===== src/rtl/tbsrm_pkg.sv =====
// ----------------------------------------------------------------------------
// tbsrm_pkg: shared types and constants for the speed ramp mixer
// Field widths, function codes, register indexes, register reset values and
// the sequencer state type.
// ----------------------------------------------------------------------------
package tbsrm_pkg;

  // Field widths fixed by the item and register formats
  localparam int FUNC_W     = 2;
  localparam int VALUE_W    = 16;
  localparam int LIN_W      = 15;
  localparam int ANG_W      = 16;
  localparam int STEP_W     = 15;
  localparam int MAXLIN_W   = 14;
  localparam int MAXANG_W   = 15;
  localparam int CFG_IDX_W  = 3;
  localparam int CFG_DATA_W = 15;

  // Item function codes
  localparam logic [FUNC_W-1:0] FUNC_TICK     = 2'd0;
  localparam logic [FUNC_W-1:0] FUNC_STEERING = 2'd1;
  localparam logic [FUNC_W-1:0] FUNC_THROTTLE = 2'd2;
  localparam logic [FUNC_W-1:0] FUNC_BRAKE    = 2'd3;

  // Configuration register indexes
  localparam logic [CFG_IDX_W-1:0] REG_ACCEL_STEP  = 3'd0;
  localparam logic [CFG_IDX_W-1:0] REG_COAST_STEP  = 3'd1;
  localparam logic [CFG_IDX_W-1:0] REG_BRAKE_STEP  = 3'd2;
  localparam logic [CFG_IDX_W-1:0] REG_MAX_LINEAR  = 3'd3;
  localparam logic [CFG_IDX_W-1:0] REG_MAX_ANGULAR = 3'd4;

  // Register reset values
  localparam logic [STEP_W-1:0]   ACCEL_STEP_RST  = 15'd164;
  localparam logic [STEP_W-1:0]   COAST_STEP_RST  = 15'd82;
  localparam logic [STEP_W-1:0]   BRAKE_STEP_RST  = 15'd328;
  localparam logic [MAXLIN_W-1:0] MAX_LINEAR_RST  = 14'd1000;
  localparam logic [MAXANG_W-1:0] MAX_ANGULAR_RST = 15'd1000;

  // Tick sequencer states, one-hot
  typedef enum logic [10:0] {
    ST_IDLE        = 11'b000_0000_0001,
    ST_MUL_BRAKE   = 11'b000_0000_0010,
    ST_DECAY       = 11'b000_0000_0100,
    ST_MUL_ACC     = 11'b000_0000_1000,
    ST_RAMP        = 11'b000_0001_0000,
    ST_LAUNCH      = 11'b000_0010_0000,
    ST_MUL_SPD_LIN = 11'b000_0100_0000,
    ST_MUL_LIN     = 11'b000_1000_0000,
    ST_MUL_SPD_ANG = 11'b001_0000_0000,
    ST_MUL_ANG     = 11'b010_0000_0000,
    ST_FINISH      = 11'b100_0000_0000
  } state_t;

endpackage


===== src/rtl/tbsrm_if.sv =====
// ----------------------------------------------------------------------------
// tbsrm_if: valid/ready channels of the speed ramp mixer
// Command channel (function code and setter value) and result channel
// (linear and angular velocity).
// ----------------------------------------------------------------------------
interface tbsrm_req_if;
  logic                                     valid;
  logic                                     ready;
  logic        [tbsrm_pkg::FUNC_W-1:0]      func;
  logic signed [tbsrm_pkg::VALUE_W-1:0]     value;

  modport source (output valid, func, value, input ready);
  modport sink   (input valid, func, value, output ready);
endinterface

interface tbsrm_rsp_if;
  logic                                     valid;
  logic                                     ready;
  logic signed [tbsrm_pkg::LIN_W-1:0]       linear_velocity;
  logic signed [tbsrm_pkg::ANG_W-1:0]       angular_velocity;

  modport source (output valid, linear_velocity, angular_velocity, input ready);
  modport sink   (input valid, linear_velocity, angular_velocity, output ready);
endinterface


===== src/rtl/tbsrm_serial_mul.sv =====
// ----------------------------------------------------------------------------
// tbsrm_serial_mul: bit-serial shift-add multiplier
// Retires one multiplier bit per cycle; the product holds until next start.
// ----------------------------------------------------------------------------
module tbsrm_serial_mul #(
  parameter int AW = 30,
  parameter int BW = 16
) (
  input  logic             clk,
  input  logic             rst,
  input  logic             start,
  input  logic [AW-1:0]    a,
  input  logic [BW-1:0]    b,
  output logic             busy,
  output logic             done,
  output logic [AW+BW-1:0] prod
);

  localparam int CW = $clog2(BW + 1);

  logic [CW-1:0] cnt;
  logic [AW-1:0] mcand;
  logic [AW:0]   sum;

  assign busy = (cnt != '0);

  // add the multiplicand into the high half when the low bit is set
  always_comb begin
    if (prod[0]) begin
      sum = {1'b0, prod[AW+BW-1:BW]} + {1'b0, mcand};
    end else begin
      sum = {1'b0, prod[AW+BW-1:BW]};
    end
  end

  always_ff @(posedge clk) begin
    if (rst) begin
      cnt  <= '0;
      done <= 1'b0;
    end else begin
      done <= (cnt == CW'(1));
      if (start) begin
        cnt <= CW'(BW);
      end else if (busy) begin
        cnt <= cnt - CW'(1);
      end
    end
  end

  always_ff @(posedge clk) begin
    if (start) begin
      prod  <= {{AW{1'b0}}, b};
      mcand <= a;
    end else if (busy) begin
      prod <= {sum, prod[BW-1:1]};
    end
  end

  a_start_idle: assert property (@(posedge clk) disable iff (rst) start |-> !busy)
    else $error("multiplier started while busy");

endmodule


===== src/rtl/throttle_brake_speed_ramp_mixer.sv =====
// ----------------------------------------------------------------------------
// throttle_brake_speed_ramp_mixer: car-style controls to diff-drive velocities
// Setters store clamped steering, throttle and brake levels; a tick with fresh
// input decays and ramps the speed and emits linear and angular velocity.
// ----------------------------------------------------------------------------
// Setter transaction: taken in ST_IDLE, which stays put. Tick without fresh input: no result.
// Tick with fresh input: six products on one bit-serial multiplier with an NW-bit
// multiplier operand (NW = max(FRAC_BITS+2, 15)), between ST_DECAY, ST_RAMP, ST_LAUNCH
// and ST_FINISH; FINISH waits for a free result register, then result and input ready rise.
// The result register lets the next command in while a result waits.
// Synchronous reset loads register defaults, zeros all levels and the speed.
module throttle_brake_speed_ramp_mixer #(
  parameter int FRAC_BITS = 14
) (
  input  logic                               clk,
  input  logic                               rst,
  tbsrm_req_if.sink                          req,
  tbsrm_rsp_if.source                        rsp,
  input  logic                               wr_en,
  input  logic [tbsrm_pkg::CFG_IDX_W-1:0]    wr_index,
  input  logic [tbsrm_pkg::CFG_DATA_W-1:0]   wr_data
);

  localparam int SW   = FRAC_BITS + 2;                     // speed, steer, throttle
  localparam int MAGW = FRAC_BITS + 1;                     // magnitudes, brake
  localparam int EW   = ((SW > 17) ? SW : 17) + 2;         // update arithmetic
  localparam int MW   = FRAC_BITS + 16;                    // multiplicand
  localparam int NW   = (FRAC_BITS + 2 > 15) ? FRAC_BITS + 2 : 15;
  localparam int PW   = MW + NW;

  localparam logic signed [SW-1:0] ONE_S   = SW'(64'd1 << FRAC_BITS);
  localparam logic signed [EW-1:0] ONE_E   = EW'(64'd1 << FRAC_BITS);
  localparam logic        [MAGW-1:0] ONE_M = MAGW'(64'd1 << FRAC_BITS);
  localparam logic        [NW-1:0] TWO_ONE = NW'(64'd2 << FRAC_BITS);

  // configuration
  logic [tbsrm_pkg::STEP_W-1:0]   accel_step;
  logic [tbsrm_pkg::STEP_W-1:0]   coast_step;
  logic [tbsrm_pkg::STEP_W-1:0]   brake_step;
  logic [tbsrm_pkg::MAXLIN_W-1:0] max_linear;
  logic [tbsrm_pkg::MAXANG_W-1:0] max_angular;

  // state
  logic signed [SW-1:0] speed, speed_next;
  logic signed [SW-1:0] steering;
  logic signed [SW-1:0] throttle_level;
  logic [MAGW-1:0]      brake_level;
  logic                 fresh;
  tbsrm_pkg::state_t    state, state_next;
  logic [tbsrm_pkg::LIN_W-1:0] lin_mag;

  // multiplier
  logic          mul_start;
  logic [MW-1:0] mul_a;
  logic [NW-1:0] mul_b;
  logic          mul_busy;
  logic          mul_done;
  logic [PW-1:0] mul_prod;

  // datapath helpers
  logic                 req_fire;
  logic                 is_tick;
  logic [MAGW-1:0]      spd_mag, steer_mag, thr_mag;
  logic signed [EW-1:0] val_e, clamp_sym, clamp_pos;
  logic signed [EW-1:0] sp_e, tgt_e, dec_e, acc_e, dn_e, up_e, sel_e;
  logic                 ramp_en;
  logic                 out_load;
  logic                 lin_neg, ang_neg;
  logic [tbsrm_pkg::ANG_W-1:0] ang_mag;

  assign req.ready = (state == tbsrm_pkg::ST_IDLE);
  assign req_fire  = req.valid && req.ready;
  assign is_tick   = (req.func == tbsrm_pkg::FUNC_TICK);

  assign spd_mag   = MAGW'(speed[SW-1] ? -speed : speed);
  assign steer_mag = MAGW'(steering[SW-1] ? -steering : steering);
  assign thr_mag   = MAGW'(throttle_level[SW-1] ? -throttle_level : throttle_level);

  // setter clamps
  always_comb begin
    val_e = {{(EW - tbsrm_pkg::VALUE_W){req.value[tbsrm_pkg::VALUE_W-1]}}, req.value};
    if (val_e > ONE_E) begin
      clamp_sym = ONE_E;
    end else if (val_e < -ONE_E) begin
      clamp_sym = -ONE_E;
    end else begin
      clamp_sym = val_e;
    end
    if (val_e > ONE_E) begin
      clamp_pos = ONE_E;
    end else if (val_e < 0) begin
      clamp_pos = '0;
    end else begin
      clamp_pos = val_e;
    end
  end

  // speed decay and ramp
  always_comb begin
    sp_e  = {{(EW-SW){speed[SW-1]}}, speed};
    tgt_e = {{(EW-SW){throttle_level[SW-1]}}, throttle_level};
    acc_e = $signed({{(EW-tbsrm_pkg::STEP_W){1'b0}}, mul_prod[FRAC_BITS +: tbsrm_pkg::STEP_W]});
    dec_e = $signed({{(EW-tbsrm_pkg::STEP_W){1'b0}}, coast_step}) + acc_e;
    dn_e  = '0;
    up_e  = '0;
    sel_e = sp_e;
    ramp_en = (speed < 0 && throttle_level > 0) || (speed > 0 && throttle_level < 0)
              || (spd_mag < thr_mag);
    speed_next = speed;
    if (state == tbsrm_pkg::ST_DECAY) begin
      dn_e = sp_e - dec_e;
      up_e = sp_e + dec_e;
      if (speed > 0) begin
        sel_e = (dn_e < 0) ? '0 : dn_e;
      end else if (speed < 0) begin
        sel_e = (up_e > 0) ? '0 : up_e;
      end
      speed_next = sel_e[SW-1:0];
    end else if (state == tbsrm_pkg::ST_RAMP) begin
      up_e = sp_e + acc_e;
      dn_e = sp_e - acc_e;
      if (ramp_en) begin
        if (sp_e < tgt_e) begin
          sel_e = (up_e > tgt_e) ? tgt_e : up_e;
        end else if (sp_e > tgt_e) begin
          sel_e = (dn_e < tgt_e) ? tgt_e : dn_e;
        end
      end
      speed_next = sel_e[SW-1:0];
    end
  end

  // tick sequencer
  always_comb begin
    state_next = state;
    mul_start  = 1'b0;
    mul_a      = '0;
    mul_b      = '0;
    out_load   = 1'b0;
    unique case (state)
      tbsrm_pkg::ST_IDLE: begin
        if (req_fire && is_tick && fresh) begin
          mul_start  = 1'b1;
          mul_a      = MW'(brake_step);
          mul_b      = NW'(brake_level);
          state_next = tbsrm_pkg::ST_MUL_BRAKE;
        end
      end
      tbsrm_pkg::ST_MUL_BRAKE: begin
        if (mul_done) begin
          state_next = tbsrm_pkg::ST_DECAY;
        end
      end
      tbsrm_pkg::ST_DECAY: begin
        mul_start  = 1'b1;
        mul_a      = MW'(accel_step);
        mul_b      = NW'(thr_mag);
        state_next = tbsrm_pkg::ST_MUL_ACC;
      end
      tbsrm_pkg::ST_MUL_ACC: begin
        if (mul_done) begin
          state_next = tbsrm_pkg::ST_RAMP;
        end
      end
      tbsrm_pkg::ST_RAMP: begin
        state_next = tbsrm_pkg::ST_LAUNCH;
      end
      tbsrm_pkg::ST_LAUNCH: begin
        mul_start  = 1'b1;
        mul_a      = MW'(spd_mag);
        mul_b      = NW'(max_linear);
        state_next = tbsrm_pkg::ST_MUL_SPD_LIN;
      end
      tbsrm_pkg::ST_MUL_SPD_LIN: begin
        if (mul_done) begin
          mul_start  = 1'b1;
          mul_a      = mul_prod[MW-1:0];
          mul_b      = TWO_ONE - NW'(steer_mag);
          state_next = tbsrm_pkg::ST_MUL_LIN;
        end
      end
      tbsrm_pkg::ST_MUL_LIN: begin
        if (mul_done) begin
          mul_start  = 1'b1;
          mul_a      = MW'(spd_mag);
          mul_b      = NW'(max_angular);
          state_next = tbsrm_pkg::ST_MUL_SPD_ANG;
        end
      end
      tbsrm_pkg::ST_MUL_SPD_ANG: begin
        if (mul_done) begin
          mul_start  = 1'b1;
          mul_a      = mul_prod[MW-1:0];
          mul_b      = NW'(steer_mag);
          state_next = tbsrm_pkg::ST_MUL_ANG;
        end
      end
      tbsrm_pkg::ST_MUL_ANG: begin
        if (mul_done) begin
          state_next = tbsrm_pkg::ST_FINISH;
        end
      end
      tbsrm_pkg::ST_FINISH: begin
        // hold until the result register is free
        if (!rsp.valid || rsp.ready) begin
          out_load   = 1'b1;
          state_next = tbsrm_pkg::ST_IDLE;
        end
      end
      default: begin
        state_next = tbsrm_pkg::ST_IDLE;
      end
    endcase
  end

  tbsrm_serial_mul #(
    .AW (MW),
    .BW (NW)
  ) u_mul (
    .clk   (clk),
    .rst   (rst),
    .start (mul_start),
    .a     (mul_a),
    .b     (mul_b),
    .busy  (mul_busy),
    .done  (mul_done),
    .prod  (mul_prod)
  );

  assign lin_neg = speed[SW-1];
  assign ang_neg = speed[SW-1] != steering[SW-1];
  assign ang_mag = mul_prod[2*FRAC_BITS +: tbsrm_pkg::ANG_W];

  always_ff @(posedge clk) begin
    if (rst) begin
      state          <= tbsrm_pkg::ST_IDLE;
      speed          <= '0;
      steering       <= '0;
      throttle_level <= '0;
      brake_level    <= '0;
      fresh          <= 1'b0;
      rsp.valid      <= 1'b0;
      accel_step     <= tbsrm_pkg::ACCEL_STEP_RST;
      coast_step     <= tbsrm_pkg::COAST_STEP_RST;
      brake_step     <= tbsrm_pkg::BRAKE_STEP_RST;
      max_linear     <= tbsrm_pkg::MAX_LINEAR_RST;
      max_angular    <= tbsrm_pkg::MAX_ANGULAR_RST;
    end else begin
      state <= state_next;
      speed <= speed_next;
      if (req_fire) begin
        unique case (req.func)
          tbsrm_pkg::FUNC_STEERING: begin
            steering <= clamp_sym[SW-1:0];
            fresh    <= 1'b1;
          end
          tbsrm_pkg::FUNC_THROTTLE: begin
            throttle_level <= clamp_sym[SW-1:0];
            fresh          <= 1'b1;
          end
          tbsrm_pkg::FUNC_BRAKE: begin
            brake_level <= clamp_pos[MAGW-1:0];
            fresh       <= 1'b1;
          end
          tbsrm_pkg::FUNC_TICK: begin
            fresh <= 1'b0;
          end
          default: begin
          end
        endcase
      end
      if (out_load) begin
        rsp.valid <= 1'b1;
      end else if (rsp.valid && rsp.ready) begin
        rsp.valid <= 1'b0;
      end
      if (wr_en) begin
        unique case (wr_index)
          tbsrm_pkg::REG_ACCEL_STEP:  accel_step  <= wr_data;
          tbsrm_pkg::REG_COAST_STEP:  coast_step  <= wr_data;
          tbsrm_pkg::REG_BRAKE_STEP:  brake_step  <= wr_data;
          tbsrm_pkg::REG_MAX_LINEAR:  max_linear  <= wr_data[tbsrm_pkg::MAXLIN_W-1:0];
          tbsrm_pkg::REG_MAX_ANGULAR: max_angular <= wr_data;
          default: begin
          end
        endcase
      end
    end
  end

  // result payload
  always_ff @(posedge clk) begin
    if (state == tbsrm_pkg::ST_MUL_LIN && mul_done) begin
      lin_mag <= mul_prod[2*FRAC_BITS+1 +: tbsrm_pkg::LIN_W];
    end
    if (out_load) begin
      rsp.linear_velocity  <= lin_neg ? $signed(tbsrm_pkg::LIN_W'(0) - lin_mag)
                                      : $signed(lin_mag);
      rsp.angular_velocity <= ang_neg ? $signed(tbsrm_pkg::ANG_W'(0) - ang_mag)
                                      : $signed(ang_mag);
    end
  end

  a_speed_range: assert property (@(posedge clk) disable iff (rst)
    speed <= ONE_S && speed >= -ONE_S)
    else $error("speed left the unit range");

  a_brake_range: assert property (@(posedge clk) disable iff (rst)
    brake_level <= ONE_M)
    else $error("brake level above one");

  a_fresh_clear: assert property (@(posedge clk) disable iff (rst)
    (req.valid && req.ready && req.func == tbsrm_pkg::FUNC_TICK) |=> !fresh)
    else $error("fresh mark survived a tick");

  a_done_in_mul: assert property (@(posedge clk) disable iff (rst)
    mul_done |-> (state == tbsrm_pkg::ST_MUL_BRAKE || state == tbsrm_pkg::ST_MUL_ACC
                  || state == tbsrm_pkg::ST_MUL_SPD_LIN || state == tbsrm_pkg::ST_MUL_LIN
                  || state == tbsrm_pkg::ST_MUL_SPD_ANG || state == tbsrm_pkg::ST_MUL_ANG))
    else $error("product finished outside a multiply step");

  a_idle_mul: assert property (@(posedge clk) disable iff (rst)
    (state == tbsrm_pkg::ST_IDLE) |-> !mul_busy)
    else $error("multiplier busy while idle");

endmodule


===== src/flat_wrapper.sv =====
// flat-port wrapper written by rule: the top's interface ports become plain ports
module throttle_brake_speed_ramp_mixer_flat 
#(
  parameter int FRAC_BITS = 14
)
  (clk, rst, wr_en, wr_index, wr_data, req_valid, req_func, req_value, req_ready, rsp_valid, rsp_linear_velocity, rsp_angular_velocity, rsp_ready);
  tbsrm_req_if req_i ();
  tbsrm_rsp_if rsp_i ();
  input  logic clk;
  input  logic rst;
  input  logic wr_en;
  input  logic [tbsrm_pkg::CFG_IDX_W-1:0] wr_index;
  input  logic [tbsrm_pkg::CFG_DATA_W-1:0] wr_data;
  input wire logic [$bits(req_i.valid)-1:0] req_valid;
  input wire logic [$bits(req_i.func)-1:0] req_func;
  input wire logic [$bits(req_i.value)-1:0] req_value;
  output wire logic [$bits(req_i.ready)-1:0] req_ready;
  output wire logic [$bits(rsp_i.valid)-1:0] rsp_valid;
  output wire logic [$bits(rsp_i.linear_velocity)-1:0] rsp_linear_velocity;
  output wire logic [$bits(rsp_i.angular_velocity)-1:0] rsp_angular_velocity;
  input wire logic [$bits(rsp_i.ready)-1:0] rsp_ready;
  assign req_i.valid = req_valid;
  assign req_i.func = req_func;
  assign req_i.value = req_value;
  assign req_ready = req_i.ready;
  assign rsp_valid = rsp_i.valid;
  assign rsp_linear_velocity = rsp_i.linear_velocity;
  assign rsp_angular_velocity = rsp_i.angular_velocity;
  assign rsp_i.ready = rsp_ready;
  throttle_brake_speed_ramp_mixer #(.FRAC_BITS(FRAC_BITS)) u_core (.clk(clk), .rst(rst), .req(req_i), .rsp(rsp_i), .wr_en(wr_en), .wr_index(wr_index), .wr_data(wr_data));
endmodule

===== config.mk =====
export PLATFORM = sky130hd
export DESIGN_NAME = throttle_brake_speed_ramp_mixer_flat
export DESIGN_NICKNAME = d
export VERILOG_FILES = /design/src/rtl/tbsrm_pkg.sv /design/src/rtl/tbsrm_if.sv /design/src/rtl/tbsrm_serial_mul.sv /design/src/rtl/throttle_brake_speed_ramp_mixer.sv /design/src/flat_wrapper.sv
export SDC_FILE = /design/constraint.sdc
export NUM_CORES = 1
export LEC_CHECK = 0
export BUFFER_PORTS_ARGS = -buffer_cell sky130_fd_sc_hd__buf_2
export CAP_MARGIN = 20
export CORE_AREA = 3 3 228 230
export CTS_CLUSTER_SIZE = 40
export DETAILED_ROUTE_END_ITERATION = 7
export DIE_AREA = 0 0 231 233
export PLACE_DENSITY = 0.59
export SYNTH_ARGS = -nofsm -noshare
export SYNTH_HDL_FRONTEND = slang
export SYNTH_HIERARCHICAL = 1
export SYNTH_SLANG_ARGS = --single-unit

===== constraint.sdc =====
create_clock -name clk -period 6.7 [get_ports clk]
set_clock_uncertainty 0.05 [all_clocks]
set_input_delay 0.335 -clock clk [delete_from_list [all_inputs] [get_ports clk]]
set_output_delay 0.335 -clock clk [all_outputs]
set_load 0.05 [all_outputs]

==> qor.csv <==
stage,metric,value,unit
worst_hold_path,hold_path.class,primary input to flop,
critical_path,ff2ff_path_depth,20,
routing,drt_pass1_iterations,7,
clock_network,cts-hold-fix-buffers,0,
logic_synthesis,ys_ff_latch,278,
clock_network,clock-sinks,278,
logic_synthesis,synth.net_count,2627,
power,p_sw,3.359,mW
critical_path,startpoint,u_core/u_mul/prod[14],
grt,gr-max-usage-layer,met2,
clock_network,path_clk_slew,0.07,ns
run,drv_cap,0,
routing,drc,0,
power,p_int,4.595,mW
critical_path,crit_path_start_kind,flop,
timing,slew_violations,0,
routing,wl_per_cell,22.42,um
logic_synthesis,yosysWarningCount,6,
critical_path,rr_startpoint,u_core/u_mul/prod[14],
timing,finalCritPeriodShare,0.8714,
power,seqPwrFrac,0.288,
logic_synthesis,synth_cell_types,100,
grt,grt_max_degree,72,
power,cellPowerDensity,360.6,mW/mm2
grt,antenna_found_initial,1,
logic_synthesis,synth_top_cell_area_share,0.1867,
grt,grt_use_met3,0.04322,
cells_and_area,fin_nets,2652,
clock_network,cts_setup_buffers,0,
timing,tns,0,ns
logic_synthesis,synth_edf_count,92,
timing,worst_pin_slew,1.069,ns
cells_and_area,regArea,0.006486,mm2
routing,vias,18520,
logic_synthesis,synth_common_cells,"nand2_1, a21oi_1, dfxtp_1, ha_1, nor2_1",
cells_and_area,area_growth,10.60,%
power,pwr-share-clk,0.235,
place,routabilityCongestion,0.9580,
critical_path,cp-end-kind,flop,
grt,grtUsageTotal,0.2538,
clock_network,cts-buffers-inserted,34,
timing,setup-violations-final,0,
die,core,0.05007,mm2
die,start_util,0.3982,
timing,grt_setup_unrepaired,false,
grt,grt_pass1_vias,17630,
logic_synthesis,synth_area,0.01994,mm2
power,p_leak,8.696,nW
clock_network,cts-resized-gates,0,
critical_path,reg2reg_slack,0.86,ns
critical_path,timing.rr.end,u_core/speed[15],
clock_network,cts_max_path_buffers,3,
timing,hold_viol,0,
logic_synthesis,synth-seq-area-share,0.3253,
cells_and_area,fillers,5016,
critical_path,cp_max_fo,10,
cells_and_area,drive_above_1_share,0.09154,
die,die-height,233,um
logic_synthesis,synth.most_common_cell,nand2_1,
routing,dr.first_iter.drc_count,1748,
grt,grt_pass1_wl,104.9,mm
logic_synthesis,synth.area.top_cells,"dfxtp_1, edfxtp_1, ha_1, nand2_1, a21oi_1",
critical_path,arrival,6.19,ns
cells_and_area,multi_input_area,0.01251,mm2
die,die_w,231,um
clock_network,cts_root_buf,clkbuf_16,
status,outcome,finished clean,
power,swShare,0.4223,
routing,drt-total-wl,69.96,mm
critical_path,endpoint,u_core/speed[15],
grt,use_met1,0.3088,
critical_path,critical_path_class,flop to flop,
grt,overflow,0,
place,hpwl,52.63,mm
power,finalPower,7.953,mW
critical_path,required,7.05,ns
timing,fmaxAchievable,0.1713,GHz
logic_synthesis,yosysTopAreaCell,dfxtp_1,
clock_network,htree_levels,2,
die,fp-row-count,82,
timing,max-slew-margin-rel,0.2873,
logic_synthesis,synth_ff_type,dfxtp_1,
logic_synthesis,async_reset_ff_frac,0,
die,dieArea,0.05382,mm2
clock_network,clk_latency,0.56,ns
timing,min_period,5.838,ns
routing,routed_via_density,5.935,
power,peakVddDrop,0.0001683,V
grt,grt_use_met2,0.4262,
place,portBuffers,73,
logic_synthesis,syn_avg_cell_area,8.305,um2
die,ios,74,
logic_synthesis,syn_inst,2401,
power,power_frac_comb,0.477,
routing,postRouteAntennaNets,0,
clock_network,cts_tree,done,
power by group through the flow:
stage	sequential [mW]	combinational, mW	clock, mW
after floorplan	2.19	2.86	0
after global placement	2.32	3.70	0
after detailed placement	2.33	3.73	0
after CTS	2.29	3.76	1.91
after global routing	2.31	4.19	1.98
final	2.29	3.80	1.87
worst min path at each step:
stage | startpoint | to | slack [ns] | cells after the start
6_report | wr_data[4] | u_core/max_angular[4] | 0.03 | 3
5_1_grt | wr_data[14] | u_core/max_angular[14] | 0.03 | 3
4_1_cts | wr_data[14] | u_core/max_angular[14] | 0.01 | 3
3_5_place_dp | u_core/brake_step[1] | u_core/brake_step[1] | 0.40 | 2
3_3_place_gp | u_core/brake_step[1] | u_core/brake_step[1] | 0.39 | 2
2_1_floorplan | rst | u_core/u_mul/cnt[4] | 0.35 | 1
flip-flops by register name, summed over array words and instances, names as in the netlist:
name and flops:
u_core/rsp.valid 1, u_core/coast_step 15, u_core/lin_mag 15, u_core/max_linear 14
u_core/brake_step 15, u_core/rsp.linear_velocity 15, u_core/rsp.angular_velocity 16, u_core/max_angular 15
u_core/state 11, u_core/steering 16, u_core/u_mul/done 1, u_core/fresh 1
u_core/u_mul/prod 46, u_core/accel_step 15, u_core/u_mul/cnt 5, u_core/brake_level 15
u_core/u_mul/mcand 30, u_core/speed 16, u_core/throttle_level 16
critical path, cell delays in order (launching register included):
cell and delay (ns):
edfxtp_1 0.51, ha_1 0.26, fa_1 0.41, a21o_1 0.20, a21oi_1 0.22, o21bai_1 0.09, a21oi_1 0.23, o21bai_1 0.12
a21oi_1 0.18, xnor2_1 0.11, ha_1 0.48, inv_1 0.15, a221oi_1 0.31, o31ai_1 0.11, a31oi_1 0.37, o31ai_1 0.21
a221o_1 0.38, a21oi_1 0.61, o22ai_1 0.25, o211ai_1 0.30, o32ai_1 0.13
routing by layer:
metal | wire (um) | part of all wire
met1 | 28590 | 0.41
met2 | 32580 | 0.47
met3 | 4588 | 0.066
met4 | 4199 | 0.060
met5 | 0 | 0
layout make-up:
type / count / area share
antenna: 1 / 0.0001135
clock inverter: 13 / 0.007943
inverter: 119 / 0.02026
clock buffer: 44 / 0.04261
timing repair buffer: 110 / 0.02962
multi-input combinational: 1883 / 0.5672
tap: 672 / 0.03813
sequential: 278 / 0.2941
per-stage QoR:
| step | setup WS (ns) | area [um2] | instances | hold WS [ns] | util |
|---|---|---|---|---|---|
| 6_report | 0.8615 | 22050 | 3120 | 0.03484 | 0.4404 |
| 4_1_cts | 0.9763 | 22030 | 3117 | 0.01290 | 0.4399 |
| 3_5_place_dp | 1.031 | 20910 | 3060 | 0.3998 | 0.4177 |
| 3_3_place_gp | 1.003 | 20910 | 3059 | 0.3918 | 0.4175 |
| 5_1_grt | 0.3616 | 22050 | 3119 | 0.02652 | 0.4404 |
| 2_1_floorplan | 1.571 | 19940 | 2401 | 0.3541 | - |
cells by family after synthesis:
kind of cell    count (synthesis)  synth area share
mux                            31           0.01663
xor+xnor                      164           0.07204
simple gates                  806            0.1894
fa+ha+maj                     185            0.1183
buf+inv                       240           0.04938
flops                         278            0.3253
compound gates                697            0.2289
cells in the final DEF, fill, tap and decap left out, types with 22 or more instances in the layout:
cell	instances
nand2_1	351
buf_4	37
o31ai_1	22
dfxtp_1	186
a21oi_1	242
a31oi_1	24
o21ai_0	111
nand3_1	81
buf_2	72
a211oi_1	33
nor2_1	137
ha_1	179
nand2b_1	26
inv_1	116
nor2b_1	23
edfxtp_1	92
nor3_1	45
xor2_1	50
xnor2_1	114
a222oi_1	24
o21bai_1	22
clkbuf_16	35
a21o_1	31
Note: power is estimated with default switching activity, not from simulation.
